File: src/rtl/serial_midi_to_usb_midi_packet_assert.svh
// assertion macros for the serial midi to usb midi packet block
`ifndef SERIAL_MIDI_TO_USB_MIDI_PACKET_ASSERT_SVH
`define SERIAL_MIDI_TO_USB_MIDI_PACKET_ASSERT_SVH

// condition holds in the same cycle
`define SMU_ASSERT_NOW(label, clk, rst_n, cond, msg) \
    label: assert property (@(posedge clk) disable iff (!rst_n) (cond)) \
        else $error(msg);

// antecedent implies consequent in the same cycle
`define SMU_ASSERT_IMPLIES(label, clk, rst_n, ante, cons, msg) \
    label: assert property (@(posedge clk) disable iff (!rst_n) (ante) |-> (cons)) \
        else $error(msg);

// antecedent implies consequent in the next cycle
`define SMU_ASSERT_NEXT(label, clk, rst_n, ante, cons, msg) \
    label: assert property (@(posedge clk) disable iff (!rst_n) (ante) |=> (cons)) \
        else $error(msg);

`endif

File: src/rtl/smu_pkg.sv
// shared types, constants and the phase table of the midi packet converter
package smu_pkg;

    localparam logic [7:0] SysexStart  = 8'hF0;
    localparam logic [7:0] CommonMin   = 8'hF1;
    localparam logic [7:0] SysexEnd    = 8'hF7;
    localparam logic [7:0] RealtimeMin = 8'hF8;
    localparam logic [3:0] CinRealtime = 4'hF;
    localparam logic [3:0] PhaseIdle   = 4'd0;
    localparam int         StatusBit   = 7;
    localparam int         CompleteBit = 7;

    typedef struct packed {
        logic [3:0] code_index;
        logic [7:0] status_byte;
        logic [6:0] first_data;
        logic [6:0] second_data;
    } smu_packet_t;

    typedef struct packed {
        logic       valid;
        logic [7:0] rx_byte;
    } smu_stage_t;

    typedef struct packed {
        logic        hit;
        smu_packet_t pkt;
    } smu_result_t;

    // next phase in low nibble, top bit flags a complete message
    function automatic logic [7:0] next_phase(input logic [3:0] phase);
        logic [7:0] t;
        case (phase)
            4'd2:    t = 8'h03;
            4'd3:    t = 8'h82;
            4'd4:    t = 8'h05;
            4'd5:    t = 8'h84;
            4'd6:    t = 8'h07;
            4'd7:    t = 8'h86;
            4'd8:    t = 8'h09;
            4'd9:    t = 8'h88;
            4'd10:   t = 8'h8A;
            4'd12:   t = 8'h8C;
            4'd14:   t = 8'h0F;
            4'd15:   t = 8'h8E;
            default: t = 8'h00;
        endcase
        return t;
    endfunction

endpackage

File: src/rtl/smu_in_if.sv
// channel carrying one serial midi byte per word
interface smu_in_if;
    logic       valid;
    logic       ready;
    logic [7:0] rx_byte;

    modport source (output valid, output rx_byte, input ready);
    modport sink   (input valid, input rx_byte, output ready);
endinterface

File: src/rtl/smu_out_if.sv
// channel carrying one usb midi event packet per word
interface smu_out_if;
    logic       valid;
    logic       ready;
    logic [3:0] code_index;
    logic [7:0] status_byte;
    logic [6:0] first_data;
    logic [6:0] second_data;

    modport source (output valid, output code_index, output status_byte,
                    output first_data, output second_data, input ready);
    modport sink   (input valid, input code_index, input status_byte,
                    input first_data, input second_data, output ready);
endinterface

File: src/rtl/smu_in_stage.sv
// input register holding one received byte
module smu_in_stage
    import smu_pkg::*;
(
    input  logic        clk,
    input  logic        rst_n,
    smu_in_if.sink      serial,
    input  logic        advance,
    output smu_stage_t  stage
);

    logic       valid_reg;
    logic       valid_next;
    logic [7:0] byte_reg;
    logic       load;

    assign serial.ready = !valid_reg || advance;
    assign load         = serial.valid && serial.ready;

    always_comb
    begin
        valid_next = valid_reg;
        if (load)
        begin
            valid_next = 1'b1;
        end
        else if (advance)
        begin
            valid_next = 1'b0;
        end
    end

    always_ff @(posedge clk or negedge rst_n)
    begin
        if (!rst_n)
        begin
            valid_reg <= 1'b0;
        end
        else
        begin
            valid_reg <= valid_next;
        end
    end

    always_ff @(posedge clk)
    begin
        if (load)
        begin
            byte_reg <= serial.rx_byte;
        end
    end

    assign stage.valid   = valid_reg;
    assign stage.rx_byte = byte_reg;

endmodule

File: src/rtl/smu_parser.sv
// midi message state and packet assembly
module smu_parser
    import smu_pkg::*;
(
    input  logic        clk,
    input  logic        rst_n,
    input  logic [7:0]  rx_byte,
    input  logic        advance,
    output smu_result_t result
);

    logic       sysex_reg;
    logic       sysex_next;
    logic [3:0] phase_reg;
    logic [3:0] phase_next;
    logic [7:0] status_reg;
    logic [7:0] status_next;
    logic [6:0] first_reg;
    logic [6:0] first_next;
    logic [6:0] second_reg;
    logic [6:0] second_next;
    logic [7:0] t;

    assign t = next_phase(phase_reg);

    always_comb
    begin
        sysex_next  = sysex_reg;
        phase_next  = phase_reg;
        status_next = status_reg;
        first_next  = first_reg;
        second_next = second_reg;
        result      = '0;
        if (sysex_reg)
        begin
            if (rx_byte == SysexEnd)
            begin
                sysex_next = 1'b0;
            end
        end
        else if (rx_byte >= RealtimeMin)
        begin
            result.hit             = 1'b1;
            result.pkt.code_index  = CinRealtime;
            result.pkt.status_byte = rx_byte;
        end
        else if (rx_byte[StatusBit])
        begin
            if (rx_byte == SysexStart)
            begin
                sysex_next = 1'b1;
            end
            else if (rx_byte >= CommonMin)
            begin
                phase_next = PhaseIdle;
            end
            else
            begin
                phase_next  = {3'(rx_byte[6:4] + 3'd1), 1'b0};
                status_next = rx_byte;
                first_next  = '0;
                second_next = '0;
            end
        end
        else if (phase_reg != PhaseIdle)
        begin
            if (phase_reg[0])
            begin
                second_next = rx_byte[6:0];
            end
            else
            begin
                first_next = rx_byte[6:0];
            end
            phase_next = t[3:0];
            if (t[CompleteBit])
            begin
                result.hit             = 1'b1;
                result.pkt.code_index  = status_reg[7:4];
                result.pkt.status_byte = status_reg;
                result.pkt.first_data  = first_next;
                result.pkt.second_data = second_next;
            end
        end
    end

    always_ff @(posedge clk or negedge rst_n)
    begin
        if (!rst_n)
        begin
            sysex_reg  <= 1'b0;
            phase_reg  <= PhaseIdle;
            status_reg <= '0;
            first_reg  <= '0;
            second_reg <= '0;
        end
        else if (advance)
        begin
            sysex_reg  <= sysex_next;
            phase_reg  <= phase_next;
            status_reg <= status_next;
            first_reg  <= first_next;
            second_reg <= second_next;
        end
    end

endmodule

File: src/rtl/smu_out_stage.sv
// output register holding one finished packet
module smu_out_stage
    import smu_pkg::*;
(
    input  logic        clk,
    input  logic        rst_n,
    input  smu_result_t result,
    input  logic        load,
    output logic        free,
    smu_out_if.source   usb
);

    logic        valid_reg;
    logic        valid_next;
    smu_packet_t pkt_reg;

    assign free = !valid_reg || usb.ready;

    always_comb
    begin
        valid_next = valid_reg;
        if (load)
        begin
            valid_next = 1'b1;
        end
        else if (usb.ready)
        begin
            valid_next = 1'b0;
        end
    end

    always_ff @(posedge clk or negedge rst_n)
    begin
        if (!rst_n)
        begin
            valid_reg <= 1'b0;
        end
        else
        begin
            valid_reg <= valid_next;
        end
    end

    always_ff @(posedge clk)
    begin
        if (load)
        begin
            pkt_reg <= result.pkt;
        end
    end

    assign usb.valid       = valid_reg;
    assign usb.code_index  = pkt_reg.code_index;
    assign usb.status_byte = pkt_reg.status_byte;
    assign usb.first_data  = pkt_reg.first_data;
    assign usb.second_data = pkt_reg.second_data;

endmodule

File: src/rtl/serial_midi_to_usb_midi_packet.sv
// top level of the serial midi to usb midi event packet converter
//
// serial: one received midi byte per word (rx_byte)
// usb:    one usb midi event packet per word, cable 0
//         (code_index, status_byte, first_data, second_data)
// a byte that completes a channel message, or any realtime byte outside sysex,
// gives one packet; every other byte gives none
// an accepted byte goes into the input register, then is parsed into
// the output register, which presents its packet at the usb port
// throughput: one byte per cycle while the output register is free;
// the parser updates its message state once per byte
// reset marks both registers empty and clears the message state: no status held,
// not inside sysex
// when the usb side stalls, the output register holds its packet and
// one more byte waits in the input register; serial ready then drops
// until the packet is taken
`include "serial_midi_to_usb_midi_packet_assert.svh"

module serial_midi_to_usb_midi_packet
    import smu_pkg::*;
(
    input  logic      clk,
    input  logic      rst_n,
    smu_in_if.sink    serial,
    smu_out_if.source usb
);

    smu_stage_t  stage;
    smu_result_t result;
    logic        free;
    logic        advance;
    logic        load;

    assign advance = stage.valid && free;
    assign load    = advance && result.hit;

    smu_in_stage u_in_stage (
        .clk     (clk),
        .rst_n   (rst_n),
        .serial  (serial),
        .advance (advance),
        .stage   (stage)
    );

    smu_parser u_parser (
        .clk     (clk),
        .rst_n   (rst_n),
        .rx_byte (stage.rx_byte),
        .advance (advance),
        .result  (result)
    );

    smu_out_stage u_out_stage (
        .clk    (clk),
        .rst_n  (rst_n),
        .result (result),
        .load   (load),
        .free   (free),
        .usb    (usb)
    );

    // held byte stays put while the output side is full
    `SMU_ASSERT_NEXT(a_stall_hold, clk, rst_n, stage.valid && !free,
        stage.valid && $stable(stage.rx_byte), "held byte lost during stall")

    // a loaded packet appears at the usb port next cycle
    `SMU_ASSERT_NEXT(a_load_shows, clk, rst_n, load, usb.valid,
        "loaded packet not presented")

    // realtime packets carry a realtime status
    `SMU_ASSERT_IMPLIES(a_realtime, clk, rst_n,
        usb.valid && usb.code_index == CinRealtime, usb.status_byte >= RealtimeMin,
        "realtime code with non-realtime status")

    // channel packets carry the status high nibble
    `SMU_ASSERT_IMPLIES(a_channel, clk, rst_n,
        usb.valid && usb.code_index != CinRealtime,
        usb.status_byte[7] && usb.code_index == usb.status_byte[7:4]
            && usb.status_byte < SysexStart,
        "channel packet code does not match status")

endmodule
File: src/flat_wrapper.sv
// flat-port wrapper written by rule: the top's interface ports become plain ports
module serial_midi_to_usb_midi_packet_flat import smu_pkg::*;
  (clk, rst_n, serial_valid, serial_rx_byte, serial_ready, usb_valid, usb_code_index, usb_status_byte, usb_first_data, usb_second_data, usb_ready);
  smu_in_if serial_i ();
  smu_out_if usb_i ();
  input  logic clk;
  input  logic rst_n;
  input wire logic [$bits(serial_i.valid)-1:0] serial_valid;
  input wire logic [$bits(serial_i.rx_byte)-1:0] serial_rx_byte;
  output wire logic [$bits(serial_i.ready)-1:0] serial_ready;
  output wire logic [$bits(usb_i.valid)-1:0] usb_valid;
  output wire logic [$bits(usb_i.code_index)-1:0] usb_code_index;
  output wire logic [$bits(usb_i.status_byte)-1:0] usb_status_byte;
  output wire logic [$bits(usb_i.first_data)-1:0] usb_first_data;
  output wire logic [$bits(usb_i.second_data)-1:0] usb_second_data;
  input wire logic [$bits(usb_i.ready)-1:0] usb_ready;
  assign serial_i.valid = serial_valid;
  assign serial_i.rx_byte = serial_rx_byte;
  assign serial_ready = serial_i.ready;
  assign usb_valid = usb_i.valid;
  assign usb_code_index = usb_i.code_index;
  assign usb_status_byte = usb_i.status_byte;
  assign usb_first_data = usb_i.first_data;
  assign usb_second_data = usb_i.second_data;
  assign usb_i.ready = usb_ready;
  serial_midi_to_usb_midi_packet u_core (.clk(clk), .rst_n(rst_n), .serial(serial_i), .usb(usb_i));
endmodule
File: config.mk
export PLATFORM = sky130hd
export DESIGN_NAME = serial_midi_to_usb_midi_packet_flat
export DESIGN_NICKNAME = d
export VERILOG_FILES = /design/src/rtl/smu_pkg.sv /design/src/rtl/smu_in_if.sv /design/src/rtl/smu_out_if.sv /design/src/rtl/smu_in_stage.sv /design/src/rtl/smu_parser.sv /design/src/rtl/smu_out_stage.sv /design/src/rtl/serial_midi_to_usb_midi_packet.sv /design/src/flat_wrapper.sv
export VERILOG_INCLUDE_DIRS = /design/src /design/src/rtl
export SDC_FILE = /design/constraint.sdc
export NUM_CORES = 1
export LEC_CHECK = 0
export BUFFER_PORTS_ARGS = -buffer_cell sky130_fd_sc_hd__buf_2
export CORE_MARGIN = 1
export CORE_UTILIZATION = 58
export CTS_CLUSTER_SIZE = 16
export DETAILED_ROUTE_END_ITERATION = 10
export PLACE_DENSITY = 0.92
export SYNTH_ARGS = -nofsm -noshare
export SYNTH_HDL_FRONTEND = slang
export SYNTH_HIERARCHICAL = 1
export SYNTH_SLANG_ARGS = --single-unit
File: constraint.sdc
create_clock -name clk -period 8.2 [get_ports clk]
set_input_delay 2.05 -clock clk [delete_from_list [all_inputs] [get_ports clk]]
set_output_delay 2.05 -clock clk [all_outputs]
set_load 0.05 [all_outputs]
* Yosys cells after proc, flatten, opt, wreduce, memory -nomap -nowiden
Memory sizes are Yosys's and may differ from the RTL's.
Cells that the tools add are included.
** Word-level totals
- Register bits :: 63
- Bits in read-only memories :: 80
- Output and inout port bits :: 28
- Word-level logic and storage cells :: 68
- Memories kept :: 1
** Cells by class
- Add/subtract/negate cells :: 1
- Order comparisons :: 2
- Equality and inequality tests :: 4
- Muxes and demuxes :: 27
- Bitwise gates (word level) :: 6
- Reductions and logical operators :: 15
** Memory list
- (name not given) :: words 16, bits a word 5, read ports 1, clocked after Yosys merged registers in 0, wr ports 0, line smu_pkg.sv:33 : case (phase)
** Operator list (count)
- $mux 27 :: 4
- $mux 7 :: 8
- $eq 8x8->1 const B :: 2
- $ge 8x8->1 const B :: 2
- $mux 4 :: 4
- $mux 14 :: 1
- $mux 13 :: 1
- $reduce_and 6->1 :: 2
- $mux 1 :: 9
- $not 1->1 :: 6
- $reduce_bool 2->1 :: 3
- $reduce_and 5->1 :: 1
- $reduce_or 5->1 :: 1
- $ne 2x2->1 const B :: 2
- $reduce_bool 4->1 :: 1
- $add 3x1->3 const B :: 1
- $logic_and 1x1->1 :: 3
- $logic_not 1->1 :: 2
- $logic_or 1x1->1 :: 2

* Logic depth before layout (Yosys ltp)
- Depth after elaboration :: 8
- Mapped depth :: 10

* Cells and area by module
Netlist, hierarchy kept.
** Modules (own cells, without submodules)
- smu_parser :: instances 1, cells an instance 195, area each 1735.4 sq um, sequential area each 675.6 sq um
- smu_out_stage :: instances 1, cells an instance 29, area each 828.3 sq um, sequential area each 805.8 sq um
- smu_in_stage :: instances 1, cells an instance 13, area each 301.5 sq um, sequential area each 265.3 sq um
- serial_midi_to_usb_midi_packet :: instances 1, cells an instance 2, area each 12.5 sq um, sequential area each 0.0 sq um

* Least setup slack after synthesis
No wires, ideal clock.
- Path kind :: input port to output port
- Start point :: input port usb_ready
- End point :: output port serial_ready
- Data arrival time :: 2.563 ns
- Data required time :: 6.150 ns
- Path slack :: 3.587 ns
- Stages :: 3
- Buffers on the path :: 0
- Path through :: nand2b_4 and2_1 nand2b_4
** Between the ends
- Cells in the longest elaborated chain, start to end :: 3
** RTL lines
- start: declaration :: line flat_wrapper.sv:16 : input wire logic [$bits(usb_i.ready)-1:0] usb_ready;
- $logic_or 1x1->1 :: line smu_out_stage.sv:17 : assign free = !valid_reg || usb.ready;
- $logic_and 1x1->1 :: line serial_midi_to_usb_midi_packet.sv:34 : assign advance = stage.valid && free;
- named net u_core.advance :: line serial_midi_to_usb_midi_packet.sv:31 : logic advance;
- $logic_or 1x1->1 :: line smu_in_stage.sv:17 : assign serial.ready = !valid_reg || advance;
- end: declaration :: line flat_wrapper.sv:10 : output wire logic [$bits(serial_i.ready)-1:0] serial_ready;
The timed path passes the listed nets, and every way through them passes these cells.

* Worst setup path after layout
- Start point :: input port usb_ready
- End point :: output port serial_ready
** Between the ends
- Cells in the longest elaborated chain, start to end :: 3
** RTL lines
- $logic_or 1x1->1 :: line smu_out_stage.sv:17
- named net u_core.free :: line serial_midi_to_usb_midi_packet.sv:30 : logic free;
- $logic_and 1x1->1 :: line serial_midi_to_usb_midi_packet.sv:34
- named net u_core.advance :: line serial_midi_to_usb_midi_packet.sv:31
- $logic_or 1x1->1 :: line smu_in_stage.sv:17
The timed path passes the listed nets, and every way through them passes these cells.

==> impl_metrics.toml <==
[synthesis]
synth.most_common_cell = "nand2_1"
synth_top_family_by_area = "compound AO/OA/AOI/OAI gates"
synth-seq-cells = 63
synth_compound_area_share_pct = 15.6
syn_inst = 239
yosysTopAreaCell = "edfxtp_1"
synthAdderAreaFrac_pct = 2.61
synth_xor_area_share_pct = 0.304
synthesis.nets = 257
yosysSeqAreaShare_pct = 60.7
ys_warn_count = 6
async_reset_ff_share_pct = 46.0
yosys-top-cells-area = "edfxtp_1 (35%), dfrtp_1 (25%), nand2_1 (5.9%), o221ai_1 (3.0%), a21oi_1 (3.0%)"
synth_edf_count = 34
syn_area_per_cell_um2 = 12.0
synth_top_area_share_pct = 35.5
netlist_top_cells_count = "nand2_1 (45), edfxtp_1 (34), dfrtp_1 (29), a21oi_1 (17)"
synthFlopType = "edfxtp_1"
yosys.area_share.simple_pct = 13.2
muxShareOfSynthArea_pct = 4.13
yosysUniqueCellTypes = 46
synth_area_um2 = 2880

[layout]
synthToLayoutAreaGrowth_pct = 13.1
diodes = 0
nets = 294
utilization_pct = 68.5
fill_cells = 359
instances_no_fill = 348
post-route-cell-area_um2 = 3260
drive_gt1_share_pct = 25.3

[cts]
cts_resized = 0
clock_latency_ns = 0.34
h-tree-depth = 3
cts_tree = "yes"
clockBufferDepth = 2
holdBufCountCts = 0
cts_sinks = 63
cts_made_buffers = 9
postCtsSetupBuffers = 0
cts-root-buf = "clkbuf_8"
clkTransAtPathRegs_ns = 0.07

[sta]
slew-limit-headroom_pct = 22.1
maxSlewViolCount = 0
fmax_ghz = 0.206
tightest_slew_ns = 1.17
fin_crit_sh_pct = 59.3
clock_skew_ns = 0.00938
finalSetupTns_ns = 0
hold_violations = 0
setup_violations = 0
fin_crit_ns = 4.86
rsz0062_at_grt = "false"

[placement]
portBuffers = 39
gp_congestion = 0.840
hpwl_um = 3560
dpl_cell_area_um2 = 3080
placedCellCount = 332

[die]
fp.coreArea_um2 = 4750
die_h_um = 72.4
design.die.area_um2 = 5250
fp-row-count = 25
die_w_um = 72.4
ios = 40
initial_core_util_pct = 60.5

[detailed_routing]
drtAntennaViolNets = 0
vias = 1996
drt_iter0_markers = 249
via_per_inst = 5.74
wire_per_inst_um = 16.1
first_pass_iters = 5
drc = 0
drt-total-wl_um = 5600

[global_routing]
grt_max_degree = 30
groute.usage.overall_pct = 24.1
grt_remaining_overflow = 0
antenna_found_initial = 0
grt_pass1_wl_um = 9110
first_global_vias = 1946

[setup_path]
path_class = "primary input to primary output"
max_stage_delay_ns = 0.25
startpoint_type = "primary input"
path_cells = "buf_2 -> nand2b_4 -> and2_1 -> nand2b_4 -> buf_2"
worst-path-buf-inv = 2
cp_slowest_cell = "buf_2"
path_max_fanout = 4
end_kind = "primary output"
required_ns = 6.15
worstRegToRegCells = 6
path_delay_family = "simple AND/OR/NAND/NOR gates"
cp.arrival_ns = 2.81
critical_path_depth = 5

[power]
power.leakage_uw = 0.00140
p_per_area_nw_per_um2 = 241
p_total_uw = 784
max-vdd-ir-drop_uv = 182

[flow_run]
maxCapViolCount = 0

[hold_path]
hold_depth = 2
hp-class = "flip-flop to flip-flop"

[outcome]
outcome = "completed"
## cell families (layout without fill, tap and decap cells)
| group | count (synthesis) | count (layout) |
|---|---|---|
| and+or+nand+nor | 78 | 78 |
| DFF | 63 | 63 |
| muxes | 11 | 11 |
| xor gates and xnor gates | 1 | 1 |
| adders and majority gates | 6 | 6 |
| AOI/OAI and AO/OA | 62 | 62 |
| buffers and inverters | 18 | 60 |
## worst register-to-register path, stage by stage, from the launching register on
cell and delay [ns]:
dfrtp_1 0.80, inv_1 0.48, ha_1 0.43, a21o_1 0.21, a2111o_1 0.65, nand2b_1 0.15, and3_1 0.92
## metal layers
layer,vias to the layer above,share of wire (%),GRT usage (%)
met5,-,0,0
met4,0,1.9,10.2
met3,10,5.5,8.19
met2,71,51,38.9
met1,963,42,29.6
li1,952,-,-
## report_power, final
| part | leakage, uW | switching (uW) | internal (uW) |
|---|---|---|---|
| combinational | 0.000709 | 67.4 | 57.1 |
| sequential | 0.000613 | 49.5 | 373 |
| clock | 0.0000792 | 120 | 117 |
| total | 0.00140 | 237 | 547 |
## layout make-up
type / count / area (um2) / area share [%]
inverters: 4 / 15.0 / 0.461
clock buffers: 11 / 141 / 4.34
multi-input cells: 158 / 1030 / 31.7
flip-flops and latches: 63 / 1750 / 53.7
well taps: 67 / 83.8 / 2.57
clock inverters: 5 / 35.0 / 1.08
repair buffers: 40 / 203 / 6.23
## per-stage QoR
stage          setup WS [ns]  hold WS, ns
2_1_floorplan           3.59        0.450
3_3_place_gp            3.35        0.464
3_5_place_dp            3.34        0.479
4_1_cts                 3.33        0.494
5_1_grt                 3.30        0.523
6_report                3.34        0.487
## cells in the final DEF, fill, tap and decap left out, drive strengths merged, types with 2 or more instances in the layout
cell and n:
ha 6, nand2 45, dfrtp 29, nand3 5
o221ai 10, clkinv 2, buf 40, inv 4
nand2b 7, o21ai 6, and2 2, clkbuf 11
nor2b 5, nor2 7, a21oi 18, clkinvlp 3
edfxtp 34, mux2 7, a21o 10, a22o 6
mux2i 4, o211ai 2
## path summary, 6_finish.rpt
path,endpoint,from,slack (ns)
setup / recovery,serial_ready,usb_ready,3.34
hold / removal,u_core/u_parser/first_reg[4],u_core/u_parser/first_reg[4],0.49
setup reg to reg,u_core/u_out_stage/usb.first_data[5],u_core/u_parser/phase_reg[0],4.15
hold reg to reg,u_core/u_parser/first_reg[4],u_core/u_parser/first_reg[4],0.49
max in group asynchronous,u_core/u_parser/phase_reg[3],rst_n,6.04
min in group asynchronous,u_core/u_parser/status_reg[1],rst_n,1.73
No activity file was read; power rests on OpenSTA's default activity.
